===== src/mctg_pkg.sv =====
package mctg_pkg;

  localparam int DAY_MINUTES_DEF = 1440;
  localparam int MIN_PER_HOUR    = 60;
  localparam int GAP_MAX         = 1023;

  localparam int HOURS_W  = 5;
  localparam int MINUTE_W = 6;
  localparam int GAP_W    = 10;
  // hours * 60 + minute for any 5-bit/6-bit word fits here
  localparam int RAW_W    = 11;

endpackage


===== src/min_circular_time_gap_top.sv =====
// A non-last word is taken, then stalls the input through one shared-subtractor step
//   modulo DAY_MINUTES, a map read and a map mark.
// A last word adds a scan of every map entry plus drain, wrap and result states; min_gap
//   is registered from the result state, which waits while an older min_gap is stalled.
// Words are taken one at a time, and a set's scan also stalls the input: the single map port sets the pace.
// Reset: control clears at once, then a pass over all map entries zeroes the map, input stalled.
module min_circular_time_gap_top #(
  parameter int DAY_MINUTES = mctg_pkg::DAY_MINUTES_DEF
) (
  input  logic                         clk_i,
  input  logic                         rst_ni,
  input  logic                         in_valid_i,
  output logic                         in_stall_o,
  input  logic [mctg_pkg::HOURS_W-1:0]  hours_i,
  input  logic [mctg_pkg::MINUTE_W-1:0] minute_i,
  input  logic                         last_i,
  output logic                         out_valid_o,
  input  logic                         out_stall_i,
  output logic [mctg_pkg::GAP_W-1:0]    min_gap_o
);

  import mctg_pkg::*;

  localparam int AW = (DAY_MINUTES > 1) ? $clog2(DAY_MINUTES) : 1;
  localparam int GW = AW + 1;
  localparam int W  = (GW > RAW_W) ? GW : RAW_W;

  typedef enum logic [3:0] {
    ST_CLEAR, ST_IDLE, ST_REDUCE, ST_LOOKUP, ST_MARK,
    ST_SCAN, ST_DRAIN, ST_WRAP, ST_RESULT
  } state_e;

  state_e            state_q;
  logic [RAW_W-1:0]  raw_q;
  logic              last_q;
  logic [AW-1:0]     idx_q;
  logic [AW-1:0]     pidx_q;
  logic              pend_q;
  logic              any_q;
  logic              dup_q;
  logic [AW-1:0]     first_q;
  logic [AW-1:0]     prev_q;
  logic [GW-1:0]     best_q;
  logic              out_valid_q;
  logic [GAP_W-1:0]  min_gap_q;

  logic [W-1:0]  alu_a, alu_b, alu_lim, alu_diff;
  logic          alu_ge, alu_lt;
  logic [AW-1:0] map_addr;
  logic          map_we, map_wdata, map_rdata;
  logic          hit;
  logic [GAP_W-1:0] gap_res;

  // each entry below DAY_MINUTES, so the sum needs one conditional subtract
  logic [RAW_W-1:0] hour_tab [2**HOURS_W];
  logic [RAW_W-1:0] min_tab  [2**MINUTE_W];

  for (genvar g = 0; g < 2**HOURS_W; g++) begin : g_hour_tab
    assign hour_tab[g] = RAW_W'((g * MIN_PER_HOUR) % DAY_MINUTES);
  end

  for (genvar g = 0; g < 2**MINUTE_W; g++) begin : g_min_tab
    assign min_tab[g] = RAW_W'(g % DAY_MINUTES);
  end

  mctg_alu #(.W(W)) u_alu (
    .a_i   (alu_a),
    .b_i   (alu_b),
    .lim_i (alu_lim),
    .diff_o(alu_diff),
    .ge_o  (alu_ge),
    .lt_o  (alu_lt)
  );

  mctg_map #(.DEPTH(DAY_MINUTES), .AW(AW)) u_map (
    .clk_i  (clk_i),
    .addr_i (map_addr),
    .we_i   (map_we),
    .wdata_i(map_wdata),
    .rdata_o(map_rdata)
  );

  assign hit = pend_q && map_rdata;

  always_comb begin
    alu_a   = W'(pidx_q);
    alu_b   = W'(prev_q);
    alu_lim = W'(best_q);
    case (state_q)
      ST_REDUCE: begin
        alu_a   = W'(raw_q);
        alu_b   = W'(DAY_MINUTES);
        alu_lim = '0;
      end
      ST_WRAP: begin
        alu_a = W'(first_q) + W'(DAY_MINUTES);
      end
      default: ;
    endcase
  end

  always_comb begin
    map_addr  = idx_q;
    map_we    = 1'b0;
    map_wdata = 1'b0;
    case (state_q)
      ST_CLEAR, ST_SCAN: begin
        map_we = 1'b1;
      end
      ST_LOOKUP: begin
        map_addr = AW'(raw_q);
      end
      ST_MARK: begin
        map_addr  = AW'(raw_q);
        map_we    = 1'b1;
        map_wdata = 1'b1;
      end
      default: ;
    endcase
  end

  always_comb begin
    if (dup_q || !any_q || prev_q == first_q) begin
      gap_res = '0;
    end else if (32'(best_q) > 32'(GAP_MAX)) begin
      gap_res = GAP_W'(GAP_MAX);
    end else begin
      gap_res = GAP_W'(best_q);
    end
  end

  always_ff @(posedge clk_i or negedge rst_ni) begin
    if (!rst_ni) begin
      state_q     <= ST_CLEAR;
      raw_q       <= '0;
      last_q      <= 1'b0;
      idx_q       <= '0;
      pidx_q      <= '0;
      pend_q      <= 1'b0;
      any_q       <= 1'b0;
      dup_q       <= 1'b0;
      first_q     <= '0;
      prev_q      <= '0;
      best_q      <= '1;
      out_valid_q <= 1'b0;
      min_gap_q   <= '0;
    end else begin
      if (out_valid_q && !out_stall_i && state_q != ST_RESULT) begin
        out_valid_q <= 1'b0;
      end
      if ((state_q == ST_SCAN || state_q == ST_DRAIN) && hit) begin
        if (!any_q) begin
          first_q <= pidx_q;
          any_q   <= 1'b1;
        end else if (alu_lt) begin
          best_q <= alu_diff[GW-1:0];
        end
        prev_q <= pidx_q;
      end
      case (state_q)
        ST_CLEAR: begin
          if (idx_q == AW'(DAY_MINUTES - 1)) begin
            idx_q   <= '0;
            state_q <= ST_IDLE;
          end else begin
            idx_q <= idx_q + 1'b1;
          end
        end
        ST_IDLE: begin
          if (in_valid_i) begin
            raw_q   <= hour_tab[hours_i] + min_tab[minute_i];
            last_q  <= last_i;
            state_q <= ST_REDUCE;
          end
        end
        ST_REDUCE: begin
          if (alu_ge) begin
            raw_q <= alu_diff[RAW_W-1:0];
          end
          state_q <= ST_LOOKUP;
        end
        ST_LOOKUP: begin
          state_q <= ST_MARK;
        end
        ST_MARK: begin
          if (map_rdata) begin
            dup_q <= 1'b1;
          end
          if (last_q) begin
            idx_q   <= '0;
            pend_q  <= 1'b0;
            any_q   <= 1'b0;
            best_q  <= '1;
            state_q <= ST_SCAN;
          end else begin
            state_q <= ST_IDLE;
          end
        end
        ST_SCAN: begin
          pend_q <= 1'b1;
          pidx_q <= idx_q;
          if (idx_q == AW'(DAY_MINUTES - 1)) begin
            idx_q   <= '0;
            state_q <= ST_DRAIN;
          end else begin
            idx_q <= idx_q + 1'b1;
          end
        end
        ST_DRAIN: begin
          pend_q  <= 1'b0;
          state_q <= ST_WRAP;
        end
        ST_WRAP: begin
          if (any_q && alu_lt) begin
            best_q <= alu_diff[GW-1:0];
          end
          state_q <= ST_RESULT;
        end
        ST_RESULT: begin
          if (!out_valid_q || !out_stall_i) begin
            out_valid_q <= 1'b1;
            min_gap_q   <= gap_res;
            dup_q       <= 1'b0;
            any_q       <= 1'b0;
            first_q     <= '0;
            prev_q      <= '0;
            best_q      <= '1;
            state_q     <= ST_IDLE;
          end
        end
        default: begin
          state_q <= ST_IDLE;
        end
      endcase
    end
  end

  assign in_stall_o  = (state_q != ST_IDLE);
  assign out_valid_o = out_valid_q;
  assign min_gap_o   = min_gap_q;

  a_reduced: assert property (@(posedge clk_i) disable iff (!rst_ni)
    state_q == ST_LOOKUP |-> 32'(raw_q) < DAY_MINUTES)
    else $error("minute of day not reduced below DAY_MINUTES");

  a_reduce_done: assert property (@(posedge clk_i) disable iff (!rst_ni)
    state_q == ST_REDUCE |=> state_q == ST_LOOKUP)
    else $error("reduction did not end after one step");

  a_gap_bound: assert property (@(posedge clk_i) disable iff (!rst_ni)
    out_valid_o |-> 32'(min_gap_o) <= DAY_MINUTES / 2)
    else $error("gap exceeds half a day");

  a_rise_from_result: assert property (@(posedge clk_i) disable iff (!rst_ni)
    $rose(out_valid_o) |-> $past(state_q == ST_RESULT))
    else $error("result word not from result state");

endmodule


===== src/mctg_alu.sv =====
module mctg_alu #(
  parameter int W = 16
) (
  input  logic [W-1:0] a_i,
  input  logic [W-1:0] b_i,
  input  logic [W-1:0] lim_i,
  output logic [W-1:0] diff_o,
  output logic         ge_o,
  output logic         lt_o
);

  logic [W:0] ext;

  assign ext    = {1'b0, a_i} - {1'b0, b_i};
  assign diff_o = ext[W-1:0];
  assign ge_o   = ~ext[W];
  assign lt_o   = ext[W-1:0] < lim_i;

endmodule


===== src/mctg_map.sv =====
module mctg_map #(
  parameter int DEPTH = 1440,
  parameter int AW    = 11
) (
  input  logic          clk_i,
  input  logic [AW-1:0] addr_i,
  input  logic          we_i,
  input  logic          wdata_i,
  output logic          rdata_o
);

  logic mem [DEPTH];

  // read returns the old contents on a same-address write
  always_ff @(posedge clk_i) begin
    if (we_i) begin
      mem[addr_i] <= wdata_i;
    end
    rdata_o <= mem[addr_i];
  end

endmodule

===== config.mk =====
export PLATFORM = sky130hd
export DESIGN_NAME = min_circular_time_gap_top
export DESIGN_NICKNAME = d
export VERILOG_FILES = /design/src/mctg_pkg.sv /design/src/min_circular_time_gap_top.sv /design/src/mctg_alu.sv /design/src/mctg_map.sv
export SDC_FILE = /design/constraint.sdc
export NUM_CORES = 2
export LEC_CHECK = 0
export ABC_CLOCK_PERIOD_IN_PS = 32600
export BUFFER_PORTS_ARGS = -buffer_cell sky130_fd_sc_hd__buf_4
export CORE_ASPECT_RATIO = 1.5
export CORE_UTILIZATION = 30
export CTS_CLUSTER_SIZE = 24
export DETAILED_ROUTE_END_ITERATION = 8
export PLACE_DENSITY = 0.43
export RECOVER_POWER = 50
export SLEW_MARGIN = 30
export SYNTH_ARGS = -nofsm -noshare
export SYNTH_HDL_FRONTEND = slang
export SYNTH_SLANG_ARGS = --single-unit

===== constraint.sdc =====
create_clock -name clk_i -period 32.6 [get_ports clk_i]
set_input_delay 6.52 -clock clk_i [delete_from_list [all_inputs] [get_ports clk_i]]
set_output_delay 6.52 -clock clk_i [all_outputs]
set_load 0.01 [all_outputs]

## After elaboration in Yosys (flattened, before gate mapping)

Memories as Yosys holds them, arrays and structs flattened. A register that Yosys moved wholly into a read port is not among the register bits.
Index checks and enable logic that the tools add are counted.

- Add/sub/neg operators: 4
- Order comparisons: 4
- Equality and inequality tests: 19
- Mux-type cells: 52
- Bitwise operators: 2
- Reduce and logical (&&, ||, !) cells: 27

Operators with widths:

| kind | number |
|---|---|
| 11-bit 2-to-1 mux | 17 |
| 12-bit 2-to-1 mux | 7 |
| 11-bit one-hot mux with 2 select lines | 2 |
| 12-bit one-hot mux with 3 select lines | 1 |
| 4-bit one-hot mux with 9 select lines | 1 |
| 12-bit one-hot mux with 2 select lines | 1 |
| 10-bit 2-to-1 mux | 2 |
| 4-bit by 3-bit equality test with 1-bit output, second input constant | 4 |
| 4-bit 2-to-1 mux | 4 |
| 1-bit 2-to-1 mux | 13 |
| 12-bit by 11-bit subtractor with 13-bit output | 1 |
| 11-bit by 11-bit adder with 12-bit output, second input constant | 1 |
| 12-bit by 10-bit greater-than comparator with 1-bit output, second input constant | 1 |
| 12-bit less-than comparator | 1 |
| 11-bit by 1-bit adder with 11-bit output, second input constant | 1 |
| 11-bit adder | 1 |
| 11-bit equality test | 1 |
| 11-bit equality test, second input constant | 1 |
| 2-bit inequality test, second input constant | 5 |
| 4-bit by 2-bit equality test with 1-bit output, second input constant | 2 |
| 2-bit AND reduction | 4 |
| 7-bit greater-or-equal comparator, second input constant | 1 |
| 6-bit inverter with 7-bit output | 1 |
| 6-bit greater-or-equal comparator, second input constant | 1 |
| 19 further kinds | 34 |

- Flip-flop bits (word level): 86
- Bits in writable memories: 1440
- ROM bits: 1056
- Word-level logic and storage cells: 124
- Memories kept: 3

Memories:

| memory | depth | width | rd ports | clocked after Yosys merged registers in | write ports | line | source |
|---|---|---|---|---|---|---|---|
| u_map.mem | 1440 | 1 | 1 | 1 | 1 | mctg_map.sv:12 | `logic mem [DEPTH];` |
| (no name shown) | 64 | 11 | 1 | 0 | 0 | min_circular_time_gap_top.sv:171 | `raw_q <= hour_tab[hours_i] + min_tab[minute_i];` |
| (no name shown) | 32 | 11 | 1 | 0 | 0 | min_circular_time_gap_top.sv:171 |  |

## Depth between registers and ports, before layout

- Depth after elaboration: 9
- Gate-level depth with buffers: 26
- Mapped depth without buffers: 24

## Cells and area by module

Synthesis repeated with hierarchy kept, for this count alone.

- Cells, all modules: 5292
- Area, all modules: 68306.8 um^2

By module, submodules not included:

| module | times used | cells each | area an instance (um^2) | seq. area each (um^2) |
|---|---|---|---|---|
| mctg_map | 1 | 4634 | 62286.0 | 43261.5 |
| min_circular_time_gap_top | 1 | 528 | 5109.9 | 2167.1 |
| mctg_alu | 1 | 130 | 910.9 | 0.0 |

## Worst setup path after synthesis

Ideal clock, no wire load.

- Path type: register to register
- From: register state_q[2]
- To: register u_map.rdata_o (read register of u_map.mem)
- Setup time: 0.124 ns
- Arrival time: 12.387 ns
- Required time: 32.476 ns
- Slack: 20.088 ns
- Stages on the path, launching flop included: 15
- Path buffers: 3
- Clock period less this slack: 12.512 ns
- Cells stage by stage: dfrtp_1 -> or4b_4 -> clkinv_2 -> nor2_2 -> mux2i_1 -> clkbuf_1 -> clkbuf_1 -> clkbuf_1 -> mux4_2 -> a21oi_1 -> nand3_1 -> o21ai_1 -> nand4_1 -> o21a_1 -> a2111o_1

- Cells in the longest elaborated chain, start to end: 3

Ends and longest elaborated chain:

| what | line | source |
|---|---|---|
| start: declaration | min_circular_time_gap_top.sv:33 | `state_e state_q;` |
| start signal: assignment | min_circular_time_gap_top.sv:134 | `state_q <= ST_CLEAR;` |
| start signal: assignment | min_circular_time_gap_top.sv:164 | `state_q <= ST_IDLE;` |
| start signal: assignment | min_circular_time_gap_top.sv:173 | `state_q <= ST_REDUCE;` |
| 4-bit by 3-bit equality test with 1-bit output or 4-bit by 2-bit equality test with 1-bit output (tied branches) | min_circular_time_gap_top.sv:106 | `case (state_q)` |
| 2-bit OR reduction (no source line) * | n/a |  |
| 11-bit 2-to-1 mux * | min_circular_time_gap_top.sv:106 |  |
| end: declaration | mctg_map.sv:9 | `output logic rdata_o` |

Mark *: on every way between the ends. The rest lies on a longest branch, timed or not.
A chain may end at the register's enable or synchronous reset.

## Final worst setup path

- From: register state_q[0]
- To: memory u_map.mem[1200] (enable)

- Cells in the longest elaborated chain, start to end: 5

Ends and longest elaborated chain:

| what | line | source |
|---|---|---|
| 4-bit by 3-bit equality test with 1-bit output or 4-bit zero test (tied branches) | min_circular_time_gap_top.sv:106 |  |
| 3-bit OR reduction (no source line) | n/a |  |
| 1-bit 2-to-1 mux | min_circular_time_gap_top.sv:106 |  |
| 1-bit 2-to-1 mux | mctg_map.sv:16 | `if (we_i) begin` |
| 1-bit 2-to-1 mux (implied by the code) | mctg_map.sv:17 | `mem[addr_i] <= wdata_i;` |
| end: declaration | mctg_map.sv:12 |  |

Parallel ways exist; a longest one is shown, timed or not.

==> results.md <==
* Failing checks: capacitance limit, slew limit
* Cell taking the most area after synthesis: edfxtp_1
* Critical path required time at ~33 ns
* Fmax at 58.8 MHz
* Die Y at about 580 um
* H-tree depth at 4
* Syn Inst Count at 4859
* Final worst slack at 15.60 ns
* Wire length per cell at 28.4 um
* Cell Chain, Critical Path: or4b_1 > clkinvlp_2 > nor2_1 > mux2i_4 > clkbuf_1 > nand2_1 > clkbuf_1 > nor2_1 > clkbuf_1 > nand2_4 > clkbuf_1 > nor2_1
* Nets at 4772
* Total global-route track usage at 0.192
* Mapped cell area at approximately 67000 um2
* Clock transition at the registers of the reported paths at 0.06 ns
* Pwr dens at 88.3 nW/um2
* R2r startpoint: state_q[0]
* Avg Cell Area, Syn at 13.8 um2
* Hold_sp: min_gap_o[9]
* Die X at 388 um
* Post_cts resized at 0
* Asr flop ratio synth at 0.0563
* Dpl cell area at 70400 um2
* R2r endpoint: u_map.mem[1200]
* # clock sinks at 1527
* Setup crit start kind: flop
* Post-synth cell types at 66
* Sw Pwr at around 2400 uW
* Final instance area at between 70000 and 80000 um2
* Worst hold endpoint: min_gap_o[9]
* DRC violation total after the first TritonRoute iteration at 3963
* Via density at 5.27
* Post-CTS Setup Inserts at 0
* Routed WL at 219 mm
* Layout Area Growth over Synthesis at 11.6%
* Hold Fails Final Rpt at 0
* Worst Hold Depth at 2
* Overall power at 6600 uW
* CP Launch Point: state_q[0]
* Max-slew violation count at 1625
* Flop pwr share at 0.362
* Total number of vias at roughly 41000
* IO buf count at 27
* Leak at between 0.02 and 0.025 uW
* HPWL after detailed placement at 113 mm
* RePlAce Congestion at slightly below 0.8
* Share of layout cells above drive strength 1 at 0.158
* Post-synth top area share at 0.645
* Final setup fails at 0
* Antenna viol nets, final at 0
* EDFF count, synth at 1440
* Drt pass-1 iters at 8
* Rows at 212
* Hold_buf cts at 0
* Clock Tree Root: clkbuf_16
* Synth Net Count at 4912
* Sw frac at 0.365
* CP Class: reg -> reg
* Final Cycle Share at 0.521
* Max cap viols at 22
* Reg2Reg Depth at 12
* Status: finished, violations left
* Clock network fraction of total power at 0.259
* R2R Setup Slk at 15.60 ns
* DP Worst Slack at 23.65 ns
* RSZ-0062 raised after global routing: false
* Max IR drop VDD at between 0.1 and 0.15 mV
* Max Buffers Root-to-Sink at 4
* DR DRC count at 0
* First-pass GRT wire length at 312 mm
* Slew margin rel. at -3.72
* TritonCTS clock tree: built
* Synth area leaders: edfxtp_1 65%, mux4_2 12%, nor2_1 8.2%
* Primary FF master, synth: edfxtp_1
* Num CTS Buffers at about 160
* Final min period at approximately 17 ns
* Initial antenna violation count at 6
* Commonest non-fill, non-tap cell in the layout: nor2_1
* Yosys reg bits at about 1500
* Core region area at 222000 um2
* Clk_lat worst skew at between 0.8 and 0.9 ns
* Post-route core utilization at 0.337
* CP most frequent cell: clkbuf_1
* CP max stage cell: clkbuf_1
* DIE AREA at 225000 um2
* Number of global-route vias before repair at between 40000 and 50000
* Ys Warns at 0
* Commonest non-fill, non-tap cells in the layout: 1464 x nor2_1, 1440 x edfxtp_1, 356 x mux4_2
* Largest fanout on the critical path at about 160
* Worst-margin pin slew at 7.07 ns
* Clock Skews at approximately 0.04 ns
* Post-route setup TNS at 0 ns
* Hold WC Path Type: reg -> reg
* Slowest stage delay, CP at 4.48 ns
* Internal power at 4190 uW
* Comb pwr share at 0.379
* Ports at 28
* Global route overflow at 0
* Largest net degree at the start of global routing at 252
* Crit path DAT at about 17 ns
* CP Capture Type: flop
* Seq/Total Area, Yosys at 0.678
* Initial Util at 0.302
-- critical path: cells and delay by family (launching register included) --
family / cells / cell delay (ns)
buf+inv: 5 / 11.35
flops: 1 / 0.65
mux: 1 / 0.42
simple gates: 6 / 4.17
-- per-layer routing --
layer  track usage  routed length, um  vias up
met5             0                  0        -
met4        0.0591               6930        0
met3        0.0180               8600      304
met2         0.345             113000      971
met1         0.243              89900    22000
li1              -                  -    17400
-- sequential cells by signal, indices dropped and copies added, names as in the netlist --
name	cells
u_map.mem	1440
first_q	11
pidx_q	11
prev_q	11
min_gap_o	10
any_q	1
dup_q	1
pend_q	1
state_q	4
best_q	12
u_map.rdata_o	1
last_q	1
idx_q	11
raw_q	11
out_valid_o	1
-- cell usage after synthesis (all sizes together), types with 5 or more instances --
library cell and count:
ha 35, dfrtp 74, o21a 6, o21ai 66, nor3 91, xor2 23, nand4 28, nand2b 7
clkbuf 298, mux2 22, inv 24, nor2b 10, nand3 63, nor2 1472, mux2i 27, and3 7
a31oi 11, edfxtp 1440, a21o 6, a211oi 5, buf 137, a22oi 86, mux4 356, dfstp 12
and2 49, a21oi 86, xnor2 11, nand2 338
-- stage by stage --
step | cells | hold WS [ns]
after floorplan | 4859 | 0.457
after global placement | 7444 | 0.468
after detailed placement | 7446 | 0.472
after CTS | 7706 | 0.485
after global routing | 7709 | 0.507
final | 7711 | 0.477
-- layout make-up --
cell class	instances	area, um2
clock buffer	213	4280
tap	2889	3610
timing repair buffer	135	1040
antenna	3	7.51
sequential	1527	45400
fill	21800	147000
multi-input combinational	2872	20000
inverter	25	95.1
clock inverter	47	305
-- cell families (layout without fill, tap and decap cells) --
family / Yosys count / after routing / synth area share
compound gates: 300 / 300 / 0.0282
xor+xnor: 34 / 34 / 0.00444
fa+ha+maj: 38 / 38 / 0.00728
buf+inv: 460 / 420 / 0.0284
flops: 1527 / 1527 / 0.678
mux: 405 / 405 / 0.127
other cells: 0 / 3 / 0
simple gates: 2095 / 2095 / 0.126
-- power by group through the flow --
stage	Combinational [uW]	Clock, uW	Sequential (uW)
final	2500	1710	2390
after floorplan	1600	0	2510
after global placement	2510	0	2400
after detailed placement	2530	0	2400
after global routing	2660	1810	2400
after CTS	2540	1750	2360
-- worst max-delay path by stage --
| stage | endpoint | slack [ns] | cells after the start |
|---|---|---|---|
| after global routing | u_map.mem[1264] | 14.17 | 12 |
| after global placement | raw_q[10] | 23.58 | 13 |
| after floorplan | u_map.rdata_o | 20.09 | 14 |
| after detailed placement | raw_q[9] | 23.65 | 14 |
| final | u_map.mem[1200] | 15.60 | 12 |
| after CTS | in_stall_o | 24.07 | 3 |
Power figures use the tool's default switching activity.
